## src/iee_pkg.sv

```systemverilog
package iee_pkg;

  parameter int unsigned VALUE_WIDTH_DEF = 32;

  parameter logic [7:0] CH_ZERO   = 8'h30;
  parameter logic [7:0] CH_NINE   = 8'h39;
  parameter logic [7:0] CH_PLUS   = 8'h2B;
  parameter logic [7:0] CH_MINUS  = 8'h2D;
  parameter logic [7:0] CH_TIMES  = 8'h2A;
  parameter logic [7:0] CH_DIVIDE = 8'h2F;
  parameter logic [7:0] CH_SPACE  = 8'h20;

  typedef enum logic [1:0] {
    OP_PLUS   = 2'd0,
    OP_MINUS  = 2'd1,
    OP_TIMES  = 2'd2,
    OP_DIVIDE = 2'd3
  } op_e;

  typedef enum logic [1:0] {
    ST_OK       = 2'd0,
    ST_DIV_ZERO = 2'd1,
    ST_BAD_CHAR = 2'd2
  } status_e;

  typedef struct packed {
    logic [7:0] char_code;
    logic       last_char;
  } in_t;

  typedef struct packed {
    logic signed [31:0] value;
    logic [1:0]         status;
  } out_t;

endpackage

```

## src/infix_expression_evaluator.sv

```systemverilog
// Channel   Direction  Signals                                  Payload
// in        input      in_valid_i, in_ready_o, in_data_i        char_code, last_char
// out       output     out_valid_o, out_ready_i, out_data_o     value, status
//
// A character that does not end a number is taken in the idle state. One that does applies the
// pending operator first: + or -, or / by zero, in the apply state; * and / go on to a
// shift-add multiply and a restoring divide with a sign fix, which share one adder.
// The last character then loads the output register, and waits while that register stays
// full. Input is held off until the block is back in the idle state.
// Reset is asynchronous and active low and clears the expression state and the output valid flag.
module infix_expression_evaluator #(
  parameter int unsigned VALUE_WIDTH = iee_pkg::VALUE_WIDTH_DEF
) (
  input  logic         clk_i,
  input  logic         rst_ni,
  input  logic         in_valid_i,
  output logic         in_ready_o,
  input  iee_pkg::in_t in_data_i,
  output logic         out_valid_o,
  input  logic         out_ready_i,
  output iee_pkg::out_t out_data_o
);

  localparam int unsigned VW    = VALUE_WIDTH;
  localparam int unsigned CNT_W = $clog2(VW);
  localparam logic [CNT_W-1:0] CNT_MAX = CNT_W'(VW - 1);

  typedef enum logic [5:0] {
    S_IDLE  = 6'b000001,
    S_APPLY = 6'b000010,
    S_MUL   = 6'b000100,
    S_DIV   = 6'b001000,
    S_FIX   = 6'b010000,
    S_FIN   = 6'b100000
  } state_e;

  state_e            state_q, state_d;
  logic [VW-1:0]     sum_q, sum_d;
  logic [VW-1:0]     prod_q, prod_d;
  logic [VW-1:0]     num_q, num_d;
  iee_pkg::op_e      pend_q, pend_d;
  iee_pkg::op_e      aop_q, aop_d;
  logic              seen_q, seen_d;
  logic              last_q, last_d;
  iee_pkg::status_e  err_q, err_d;
  logic              out_valid_q, out_valid_d;
  iee_pkg::out_t     out_q, out_d;

  logic [VW-1:0]     opa_q, opa_d;
  logic [VW-1:0]     opb_q, opb_d;
  logic [VW-1:0]     rem_q, rem_d;
  logic              neg_q, neg_d;
  logic [CNT_W-1:0]  cnt_q, cnt_d;

  logic [VW:0]       alu_a, alu_b, alu_s;
  logic              alu_cin;

  logic              is_digit, is_op, is_space, seen_now;
  logic [3:0]        digit;
  logic [VW-1:0]     num_x10;
  iee_pkg::op_e      new_op;
  state_e            after_apply;

  assign in_ready_o  = (state_q == S_IDLE);
  assign out_valid_o = out_valid_q;
  assign out_data_o  = out_q;

  assign is_digit = (in_data_i.char_code >= iee_pkg::CH_ZERO) &&
                    (in_data_i.char_code <= iee_pkg::CH_NINE);
  assign is_op    = (in_data_i.char_code == iee_pkg::CH_PLUS)  ||
                    (in_data_i.char_code == iee_pkg::CH_MINUS) ||
                    (in_data_i.char_code == iee_pkg::CH_TIMES) ||
                    (in_data_i.char_code == iee_pkg::CH_DIVIDE);
  assign is_space = (in_data_i.char_code == iee_pkg::CH_SPACE);
  assign seen_now = seen_q || is_digit;

  assign digit   = in_data_i.char_code[3:0];
  assign num_x10 = {num_q[VW-4:0], 3'b000} + {num_q[VW-2:0], 1'b0} + VW'(digit);

  assign after_apply = last_q ? S_FIN : S_IDLE;

  always_comb begin
    case (in_data_i.char_code)
      iee_pkg::CH_MINUS:  new_op = iee_pkg::OP_MINUS;
      iee_pkg::CH_TIMES:  new_op = iee_pkg::OP_TIMES;
      iee_pkg::CH_DIVIDE: new_op = iee_pkg::OP_DIVIDE;
      default:            new_op = iee_pkg::OP_PLUS;
    endcase
  end

  // The one adder that the apply, multiply, divide, sign-fix and finish steps share.
  always_comb begin
    alu_a   = '0;
    alu_b   = '0;
    alu_cin = 1'b0;
    case (state_q)
      S_APPLY, S_FIN: begin
        alu_a = {1'b0, sum_q};
        alu_b = {1'b0, prod_q};
      end
      S_MUL: begin
        alu_a = {1'b0, rem_q};
        alu_b = opb_q[0] ? {1'b0, opa_q} : '0;
      end
      S_DIV: begin
        alu_a   = {rem_q, opb_q[VW-1]};
        alu_b   = ~{1'b0, opa_q};
        alu_cin = 1'b1;
      end
      S_FIX: begin
        alu_b   = {1'b0, ~opb_q};
        alu_cin = 1'b1;
      end
      default: begin
        alu_a = '0;
      end
    endcase
  end

  assign alu_s = alu_a + alu_b + (VW + 1)'(alu_cin);

  always_comb begin
    state_d     = state_q;
    sum_d       = sum_q;
    prod_d      = prod_q;
    num_d       = num_q;
    pend_d      = pend_q;
    aop_d       = aop_q;
    seen_d      = seen_q;
    last_d      = last_q;
    err_d       = err_q;
    opa_d       = opa_q;
    opb_d       = opb_q;
    rem_d       = rem_q;
    neg_d       = neg_q;
    cnt_d       = cnt_q;
    out_d       = out_q;
    out_valid_d = out_valid_q;

    if (out_valid_q && out_ready_i) begin
      out_valid_d = 1'b0;
    end

    case (state_q)
      S_IDLE: begin
        if (in_valid_i) begin
          last_d = in_data_i.last_char;
          aop_d  = pend_q;
          if (is_digit) begin
            num_d  = num_x10;
            seen_d = 1'b1;
          end else if (is_op) begin
            pend_d = new_op;
          end else if (!is_space && (err_q == iee_pkg::ST_OK)) begin
            err_d = iee_pkg::ST_BAD_CHAR;
          end
          if (seen_now && (is_op || in_data_i.last_char)) begin
            state_d = S_APPLY;
          end else if (in_data_i.last_char) begin
            state_d = S_FIN;
          end
        end
      end
      S_APPLY: begin
        num_d  = '0;
        seen_d = 1'b0;
        case (aop_q)
          iee_pkg::OP_PLUS: begin
            sum_d   = alu_s[VW-1:0];
            prod_d  = num_q;
            state_d = after_apply;
          end
          iee_pkg::OP_MINUS: begin
            sum_d   = alu_s[VW-1:0];
            prod_d  = -num_q;
            state_d = after_apply;
          end
          iee_pkg::OP_TIMES: begin
            rem_d   = '0;
            opa_d   = prod_q;
            opb_d   = num_q;
            cnt_d   = CNT_MAX;
            state_d = S_MUL;
          end
          default: begin
            if (num_q == '0) begin
              prod_d  = '0;
              state_d = after_apply;
              if (err_q == iee_pkg::ST_OK) begin
                err_d = iee_pkg::ST_DIV_ZERO;
              end
            end else begin
              opa_d   = num_q[VW-1] ? -num_q : num_q;
              opb_d   = prod_q[VW-1] ? -prod_q : prod_q;
              neg_d   = num_q[VW-1] ^ prod_q[VW-1];
              rem_d   = '0;
              cnt_d   = CNT_MAX;
              state_d = S_DIV;
            end
          end
        endcase
      end
      S_MUL: begin
        rem_d = alu_s[VW-1:0];
        opa_d = {opa_q[VW-2:0], 1'b0};
        opb_d = {1'b0, opb_q[VW-1:1]};
        cnt_d = cnt_q - 1'b1;
        if (cnt_q == '0) begin
          prod_d  = alu_s[VW-1:0];
          state_d = after_apply;
        end
      end
      S_DIV: begin
        opb_d = {opb_q[VW-2:0], ~alu_s[VW]};
        rem_d = alu_s[VW] ? alu_a[VW-1:0] : alu_s[VW-1:0];
        cnt_d = cnt_q - 1'b1;
        if (cnt_q == '0) begin
          state_d = S_FIX;
        end
      end
      S_FIX: begin
        prod_d  = neg_q ? alu_s[VW-1:0] : opb_q;
        state_d = after_apply;
      end
      S_FIN: begin
        if (!out_valid_q || out_ready_i) begin
          out_valid_d  = 1'b1;
          out_d.value  = 32'($signed(alu_s[VW-1:0]));
          out_d.status = err_q;
          sum_d        = '0;
          prod_d       = '0;
          num_d        = '0;
          pend_d       = iee_pkg::OP_PLUS;
          seen_d       = 1'b0;
          err_d        = iee_pkg::ST_OK;
          state_d      = S_IDLE;
        end
      end
      default: begin
        state_d = S_IDLE;
      end
    endcase
  end

  always_ff @(posedge clk_i or negedge rst_ni) begin
    if (!rst_ni) begin
      state_q     <= S_IDLE;
      sum_q       <= '0;
      prod_q      <= '0;
      num_q       <= '0;
      pend_q      <= iee_pkg::OP_PLUS;
      aop_q       <= iee_pkg::OP_PLUS;
      seen_q      <= 1'b0;
      last_q      <= 1'b0;
      err_q       <= iee_pkg::ST_OK;
      out_valid_q <= 1'b0;
    end else begin
      state_q     <= state_d;
      sum_q       <= sum_d;
      prod_q      <= prod_d;
      num_q       <= num_d;
      pend_q      <= pend_d;
      aop_q       <= aop_d;
      seen_q      <= seen_d;
      last_q      <= last_d;
      err_q       <= err_d;
      out_valid_q <= out_valid_d;
    end
  end

  always_ff @(posedge clk_i) begin
    opa_q <= opa_d;
    opb_q <= opb_d;
    rem_q <= rem_d;
    neg_q <= neg_d;
    cnt_q <= cnt_d;
    out_q <= out_d;
  end

endmodule

```

## config.mk

```make
export PLATFORM = sky130hd
export DESIGN_NAME = infix_expression_evaluator
export DESIGN_NICKNAME = d
export VERILOG_FILES = /design/src/iee_pkg.sv /design/src/infix_expression_evaluator.sv
export SDC_FILE = /design/constraint.sdc
export NUM_CORES = 1
export LEC_CHECK = 0
export BUFFER_PORTS_ARGS = -buffer_cell sky130_fd_sc_hd__buf_2
export CORE_UTILIZATION = 58
export CTS_CLUSTER_DIAMETER = 30
export DETAILED_ROUTE_END_ITERATION = 10
export GPL_TIMING_DRIVEN = 0
export PLACE_DENSITY = 0.77
export SYNTH_ARGS = -nofsm -noshare
export SYNTH_HDL_FRONTEND = slang
export SYNTH_SLANG_ARGS = --single-unit
```

## constraint.sdc

```tcl
create_clock -name clk_i -period 4.9 [get_ports clk_i]
set_input_delay 0.98 -clock clk_i [delete_from_list [all_inputs] [get_ports clk_i]]
set_output_delay 0.98 -clock clk_i [all_outputs]
set_load 0.05 [all_outputs]
```

**After elaboration in Yosys (flattened, before gate mapping)**

Index checks and enable logic that the tools add are counted.

- Add/sub/neg operators: 7
- Magnitude comparators: 2
- Equality and inequality tests: 31
- Multiplexer cells: 61
- Bitwise gates (word level): 6
- Reductions and logical operators: 40

Operator list:

| operator | count |
|---|---|
| $mux W32 | 14 |
| $pmux W32 S3 | 4 |
| $pmux W32 S2 | 5 |
| $pmux W33 S4 | 1 |
| $pmux W32 S4 | 1 |
| $pmux W33 S3 | 1 |
| $neg A32 Y32 | 2 |
| $mux W6 | 8 |
| $eq A8 B6 Y1 const B | 5 |
| $pmux W6 S6 | 1 |
| $add A33 B1 Y33 | 1 |
| $add A33 B33 Y33 | 1 |
| $not A32 Y33 | 1 |
| $add A32 B32 Y32 | 1 |
| $add A32 B4 Y32 | 1 |
| $logic_not A32 Y1 | 1 |
| $not A32 Y32 | 1 |
| $ne A2 B2 Y1 const B | 12 |
| $mux W2 | 11 |
| $pmux W5 S2 | 2 |
| $reduce_and A3 Y1 | 5 |
| $reduce_and A5 Y1 | 3 |
| $pmux W2 S3 | 2 |
| $pmux W6 S2 | 1 |
| other kinds (34) | 62 |

- Register bits after elaboration: 247
- Output and inout bits: 36
- Logic and storage cells: 164

**Logic depth before layout (Yosys ltp)**

- Depth after elaboration: 9
- Depth in mapped cells: 22

**Worst setup path before layout**

OpenSTA, ideal clock, no wires.

- Kind: register to register
- From: reg state_q[4]
- To: reg rem_q[22] (data pin)
- Arrival time: 4.995 ns
- Slack: -0.355 ns
- Cell stages (with the launch flop): 22
- Cells stage by stage: dfrtp_1 > clkbuf_1 > nor2_1 > and3_1 > clkbuf_1 > clkbuf_1 > clkbuf_1 > a222oi_1 > inv_1 > fa_1 > inv_1 > fa_1 > nand2b_1 > a211oi_1 > o21ai_0 > o31ai_1 > a21oi_1 > o21a_1 > or3_1 > buf_2 > and3_1 > a221o_1

- Cells in the longest elaborated chain, start to end: 7
- Elaborated cells between the ends (all ways): 14
- Classes of those cells: add/sub: 2; eq/ne: 5; mux: 5; reduce/logical: 2

RTL lines:

| element | line | RTL |
|---|---|---|
| start: declaration | infix_expression_evaluator.sv:37 | `state_e state_q, state_d;` |
| start signal: assignment | infix_expression_evaluator.sv:258 | `state_q <= state_d;` |
| $eq A6 B6 Y1 or $eq A6 B2 Y1 (tied branches) | infix_expression_evaluator.sv:96, infix_expression_evaluator.sv:144 |  |
| $reduce_or A2 Y1 | infix_expression_evaluator.sv:96 | `case (state_q)` |
| $pmux W33 S4 or $pmux W33 S3 (tied branches) | infix_expression_evaluator.sv:96 |  |
| $add A33 B33 Y33 | infix_expression_evaluator.sv:120 | `assign alu_s = alu_a + alu_b + (VW + 1)'(alu_cin);` |
| $add A33 B1 Y33 | infix_expression_evaluator.sv:120 |  |
| $mux W32 | infix_expression_evaluator.sv:215 | `rem_d = alu_s[VW] ? alu_a[VW-1:0] : alu_s[VW-1:0];` |
| $pmux W32 S3 (*) | infix_expression_evaluator.sv:144 | `case (state_q)` |
| via rem_d[22] | infix_expression_evaluator.sv:51 | `logic [VW-1:0] rem_q, rem_d;` |
| end signal: assignment | infix_expression_evaluator.sv:274 | `rem_q <= rem_d;` |
| end: declaration | infix_expression_evaluator.sv:51 |  |

Mark *: on every way through the listed nets, which the timed path passes. The rest lies on a longest branch.
A chain may end at the register's enable or synchronous reset.

**Final worst setup path**

- From: reg state_q[1]
- To: reg prod_q[16]

- Cells in the longest elaborated chain, start to end: 7
- Elaborated cells between the ends (all ways): 21
- Classes of those cells: add/sub: 2; eq/ne: 9; mux: 6; reduce/logical: 4

RTL lines:

| element | line | RTL |
|---|---|---|
| $eq A6 B6 Y1 or $eq A6 B2 Y1 (tied branches) | infix_expression_evaluator.sv:96 |  |
| $reduce_or A2 Y1 | infix_expression_evaluator.sv:96 |  |
| $pmux W33 S4 or $pmux W33 S3 (tied branches) | infix_expression_evaluator.sv:96 |  |
| $add A33 B33 Y33 | infix_expression_evaluator.sv:120 |  |
| $add A33 B1 Y33 (*) | infix_expression_evaluator.sv:120 |  |
| via alu_s[16] | infix_expression_evaluator.sv:55 | `logic [VW:0] alu_a, alu_b, alu_s;` |
| $mux W32, on equally long branches | infix_expression_evaluator.sv:222, infix_expression_evaluator.sv:208 |  |
| $pmux W32 S4 (*) | infix_expression_evaluator.sv:144 |  |
| end signal: assignment | infix_expression_evaluator.sv:260 | `prod_q <= prod_d;` |
| end: declaration | infix_expression_evaluator.sv:39 | `logic [VW-1:0] prod_q, prod_d;` |

Mark *: on every way through the listed nets, which the timed path passes. The rest lies on a longest branch. The select of a mux whose other input is x is not followed.

==> impl_table.tex <==
\begin{tabular}{lr}
\hline
Metric & Value \\
\hline
\multicolumn{2}{l}{\textbf{Critical path}} \\
Data arrival time of the critical path & 5410 ps \\
Register-to-Register Setup Slack & -70 ps \\
Endpoint of the worst setup timing path & prod\_q[16]\$\_DFFE\_PN0P\_ \\
Nature of the critical path endpoint & flop \\
Worst path required time & 5340 ps \\
Worst setup path startpoint & state\_q[1]\$\_DFFE\_PN0P\_ \\
Reg-to-Reg End & prod\_q[16]\$\_DFFE\_PN0P\_ \\
Critical path launch point type & flop \\
Number of cells traversed by the worst register-to-register path & 19 \\
Startpoint of the lowest-slack register-to-register path & state\_q[1]\$\_DFFE\_PN0P\_ \\
Top fanout value on the critical path & 10 \\
Crit Path Category & reg2reg \\
\multicolumn{2}{l}{\textbf{Drt}} \\
Wirelength per Cell & 24.1 um \\
Post-route ant nets & 0 \\
Pre-antenna DRT Iters & 8 \\
Vias per cell & 6.71 \\
Number of design-rule violations left by the first detailed-router iteration & around 2900 \\
Routed WL & between 60 and 70 mm \\
Drc violations & 0 \\
Total number of vias & 17500 \\
\multicolumn{2}{l}{\textbf{Floorplanning}} \\
DIE AREA & 31100 um\^{}2 \\
Number of placement rows & 63 \\
Core outline area & 29800 um\^{}2 \\
Initial standard-cell utilization of the core & 59.1\% \\
Die extent in x & 176 um \\
Die span in y & 176 um \\
Io pins & 49 \\
\multicolumn{2}{l}{\textbf{Timing}} \\
Max-slew headroom & 18.8\% \\
Final Max Tran Viols & 0 \\
Measured slew at the worst slew-check pin & 1210 ps \\
Max Clock Skew & 22.4 ps \\
Max Fclk & 201 MHz \\
Setup slack after layout & -71.9 ps \\
Clock period minus final worst setup slack & $\sim$5000 ps \\
Setup repair after global routing missed its margin & true \\
Total setup violations reported at the end of the flow & 4 \\
Accumulated negative setup slack & -128 ps \\
Period utilisation layout & 101\% \\
Number of hold violations in the final report & 0 \\
Worst-case hold slack & 351 ps \\
\multicolumn{2}{l}{\textbf{Final layout}} \\
Signed area change from the synthesized netlist to the final layout & 20.5\% \\
Share of the core filled with cells & 71.2\% \\
N\_diodes & 0 \\
Most frequent cells in the layout & sky130\_fd\_sc\_hd\_\_nand2\_1, sky130\_fd\_sc\_hd\_\_o21ai\_0, sky130\_fd\_sc\_hd\_\_edfxtp\_1 \\
Fraction of layout instances using a drive strength above 1 & about 14\% \\
Net count reported at finish & 2277 \\
Most common library cell in the layout ignoring fill and taps & sky130\_fd\_sc\_hd\_\_nand2\_1 \\
\multicolumn{2}{l}{\textbf{Synthesis}} \\
Main combinational cell family by area after synthesis & compound AO/OA/AOI/OAI gates \\
Post-synthesis async set-or-reset flop share & between 40\% and 50\% \\
Fraction of the mapped netlist area in compound gates & 23.5\% \\
YS warnings & 0 \\
Mapped Area & 17600 um\^{}2 \\
Number of standard cells after synthesis & 2027 \\
Fraction of the mapped netlist area in adder cells & approximately 7.1\% \\
Post-synth net total & 2137 \\
Synthesized-area fraction occupied by and/or/nand/nor cells & roughly 17\% \\
Xor and xnor area share after synthesis & just over 7\% \\
Share of synthesized area spent on multiplexers & roughly 1.8\% \\
Number of distinct library cells after synthesis & 68 \\
FF+latch count, synth & roughly 250 \\
Share of synthesized area occupied by flip-flops and latches & 39.0\% \\
Number of flops mapped to enable cells by yosys & 136 \\
Most frequently used flop master after synthesis & sky130\_fd\_sc\_hd\_\_edfxtp\_1 \\
Mean instance size in the synthesized netlist & between 8 and 9 um\^{}2 \\
\multicolumn{2}{l}{\textbf{GRT}} \\
Total gr overflow & 0 \\
Wire length of the first global-routing pass & 95.3 mm \\
Pin count of the biggest net entering global routing & 70 \\
Via count of the first global-routing pass & 16800 \\
Number of antenna violations at the first check in global routing & 0 \\
All-Layer GR Usage & between 40\% and 50\% \\
\multicolumn{2}{l}{\textbf{Clock tree}} \\
Register clock-pin slew on the reported worst setup and hold paths & approximately 50 ps \\
TritonCTS clock tree & built \\
CTS hold repair buffers & 0 \\
Total number of clock tree sinks & around 250 \\
Clock Latency Late Sink & 580 ps \\
CTS Root Cell & sky130\_fd\_sc\_hd\_\_clkbuf\_16 \\
Clock H-tree levels & 2 \\
CTS max path bufs & 3 \\
Number of CTS-inserted buffers & 57 \\
\multicolumn{2}{l}{\textbf{Pwr}} \\
Net switching power & 0.00319 W \\
Cell-internal power & 0.00609 W \\
Peak supply drop & 0.459 mV \\
Total Power & 0.00928 W \\
Leak pwr & 8.92 nW \\
Combinational share of power & 27.6\% \\
Areal power density over the cells & between 400 and 500 nW/um\^{}2 \\
Fraction of power consumed by sequential logic & 29.1\% \\
Switching Share & roughly 34\% \\
Proportion of power drawn by the clock network & 43.3\% \\
\multicolumn{2}{l}{\textbf{Run}} \\
Maxcap violations & 0 \\
\multicolumn{2}{l}{\textbf{Placed design}} \\
RD Place Congestion & 0.967 \\
Total of buffers placed on input and output ports & 48 \\
Detailed Place HPWL & about 46 mm \\
\multicolumn{2}{l}{\textbf{Worst hold path}} \\
Worst hold path class & in2async \\
\multicolumn{2}{l}{\textbf{Status}} \\
Outcome & finished, violations left \\
Failing checks & negative setup slack \\
\hline
\end{tabular}
power groups by stage:
| stage | logic, W | registers (W) | clock network, W |
|---|---|---|---|
| final | 0.00256 | 0.00270 | 0.00402 |
| after global routing | 0.00279 | 0.00272 | 0.00411 |
| after CTS | 0.00244 | 0.00268 | 0.00400 |
| after detailed placement | 0.00238 | 0.00270 | 0 |
| after global placement | 0.00232 | 0.00270 | 0 |
| after floorplan | 0.00168 | 0.00272 | 0 |
how the worst min path moves through the flow:
stage                                    start  cells after the start                      end  slack, ps
after floorplan           sum_q[1]$_DFFE_PN0P_                      2     sum_q[1]$_DFFE_PN0P_        450
after global placement    err_q[0]$_DFFE_PN0P_                      0  out_data_o[0]$_DFFE_PP_        470
after detailed placement  sum_q[1]$_DFFE_PN0P_                      2     sum_q[1]$_DFFE_PN0P_        480
after CTS                               rst_ni                      1    pend_q[0]$_DFFE_PN0P_        360
after global routing                    rst_ni                      1     aop_q[0]$_DFFE_PN0P_        380
final                                   rst_ni                      1    pend_q[0]$_DFFE_PN0P_        350
worst max-delay path, cell delays in order, from the launching register on:
cell,delay (ps)
sky130_fd_sc_hd__dfrtp_2,480
sky130_fd_sc_hd__nor4_4,360
sky130_fd_sc_hd__nand3b_1,190
sky130_fd_sc_hd__clkbuf_8,190
sky130_fd_sc_hd__nand2_8,110
sky130_fd_sc_hd__clkbuf_8,240
sky130_fd_sc_hd__nand2_1,80
sky130_fd_sc_hd__o211ai_1,230
sky130_fd_sc_hd__inv_1,120
sky130_fd_sc_hd__fa_2,400
sky130_fd_sc_hd__nand2b_4,170
sky130_fd_sc_hd__a211oi_4,270
sky130_fd_sc_hd__o21ai_2,110
sky130_fd_sc_hd__o31ai_2,240
sky130_fd_sc_hd__buf_4,190
sky130_fd_sc_hd__buf_4,150
sky130_fd_sc_hd__a41oi_1,170
sky130_fd_sc_hd__xnor2_1,570
sky130_fd_sc_hd__a222oi_1,230
sky130_fd_sc_hd__o21ai_0,320
logic make-up after synthesis:
| kind of cell | Yosys count |
|---|---|
| xor gates and xnor gates | 144 |
| AOI/OAI and AO/OA | 631 |
| DFF | 247 |
| muxes | 30 |
| adders and majority gates | 97 |
| buffers and inverters | 207 |
| and+or+nand+nor | 671 |
timing repair:
action                     CTS  global route
cloned                       0             1
setup endpoints to repair  116            58
buffers inserted            20            18
pin swaps                   11            16
gates resized for setup     83            45
synth_stat cells, types with 21 or more instances:
| cell | n | share of area [%] |
|---|---|---|
| sky130_fd_sc_hd__nand2_1 | 338 | 7.2 |
| sky130_fd_sc_hd__o21ai_0 | 214 | 6.1 |
| sky130_fd_sc_hd__edfxtp_1 | 136 | 23 |
| sky130_fd_sc_hd__clkbuf_1 | 125 | 2.7 |
| sky130_fd_sc_hd__nor2_1 | 125 | 2.7 |
| sky130_fd_sc_hd__a21oi_1 | 123 | 3.5 |
| sky130_fd_sc_hd__dfrtp_1 | 110 | 16 |
| sky130_fd_sc_hd__ha_1 | 93 | 6.6 |
| sky130_fd_sc_hd__xor2_1 | 91 | 4.5 |
| sky130_fd_sc_hd__nand3_1 | 75 | 2.1 |
| sky130_fd_sc_hd__inv_1 | 59 | 1.3 |
| sky130_fd_sc_hd__xnor2_1 | 53 | 2.6 |
| sky130_fd_sc_hd__a222oi_1 | 52 | 3.0 |
| sky130_fd_sc_hd__o211ai_1 | 45 | 1.9 |
| sky130_fd_sc_hd__o31ai_1 | 31 | 1.3 |
| sky130_fd_sc_hd__a22o_1 | 28 | 1.4 |
| sky130_fd_sc_hd__a22oi_1 | 22 | 0.94 |
| sky130_fd_sc_hd__nor3_1 | 21 | 0.60 |
flip-flops by register name, indices dropped and copies added (netlist names):
register	flops
err_q	2
cnt_q	5
pend_q	2
sum_q	32
opa_q	32
state_q	6
rem_q	32
seen_q	1
opb_q	32
prod_q	32
out_data_o	34
last_q	1
aop_q	2
neg_q	1
out_valid_o	1
num_q	32
stage by stage:
step / instances / area (um^2) / setup WS [ps]
6_report: 2606 / 21200 / -71.9
5_1_grt: 2606 / 21200 / -86.8
4_1_cts: 2590 / 20900 / 6.48
3_5_place_dp: 2468 / 18500 / -2370
3_3_place_gp: 2465 / 18400 / -2160
2_1_floorplan: 2027 / 17600 / 14.9
routing by layer:
layer	track usage, %	wire length [um]	vias to the layer above
met1	52.2	23200	8167
met3	8.63	7960	273
met2	62.0	27600	1282
met5	0	0	-
li1	-	-	7767
met4	24.0	3940	0
layout make-up:
class	count	area, um^2
flip-flops and latches	247	6870
well taps	390	488
multi-input cells	1573	10300
fillers	2206	8570
clock buffers	69	1560
inverters	59	221
clock inverters	39	467
plain buffers	139	701
repair buffers	90	648
Power figures use the tool's default switching activity.
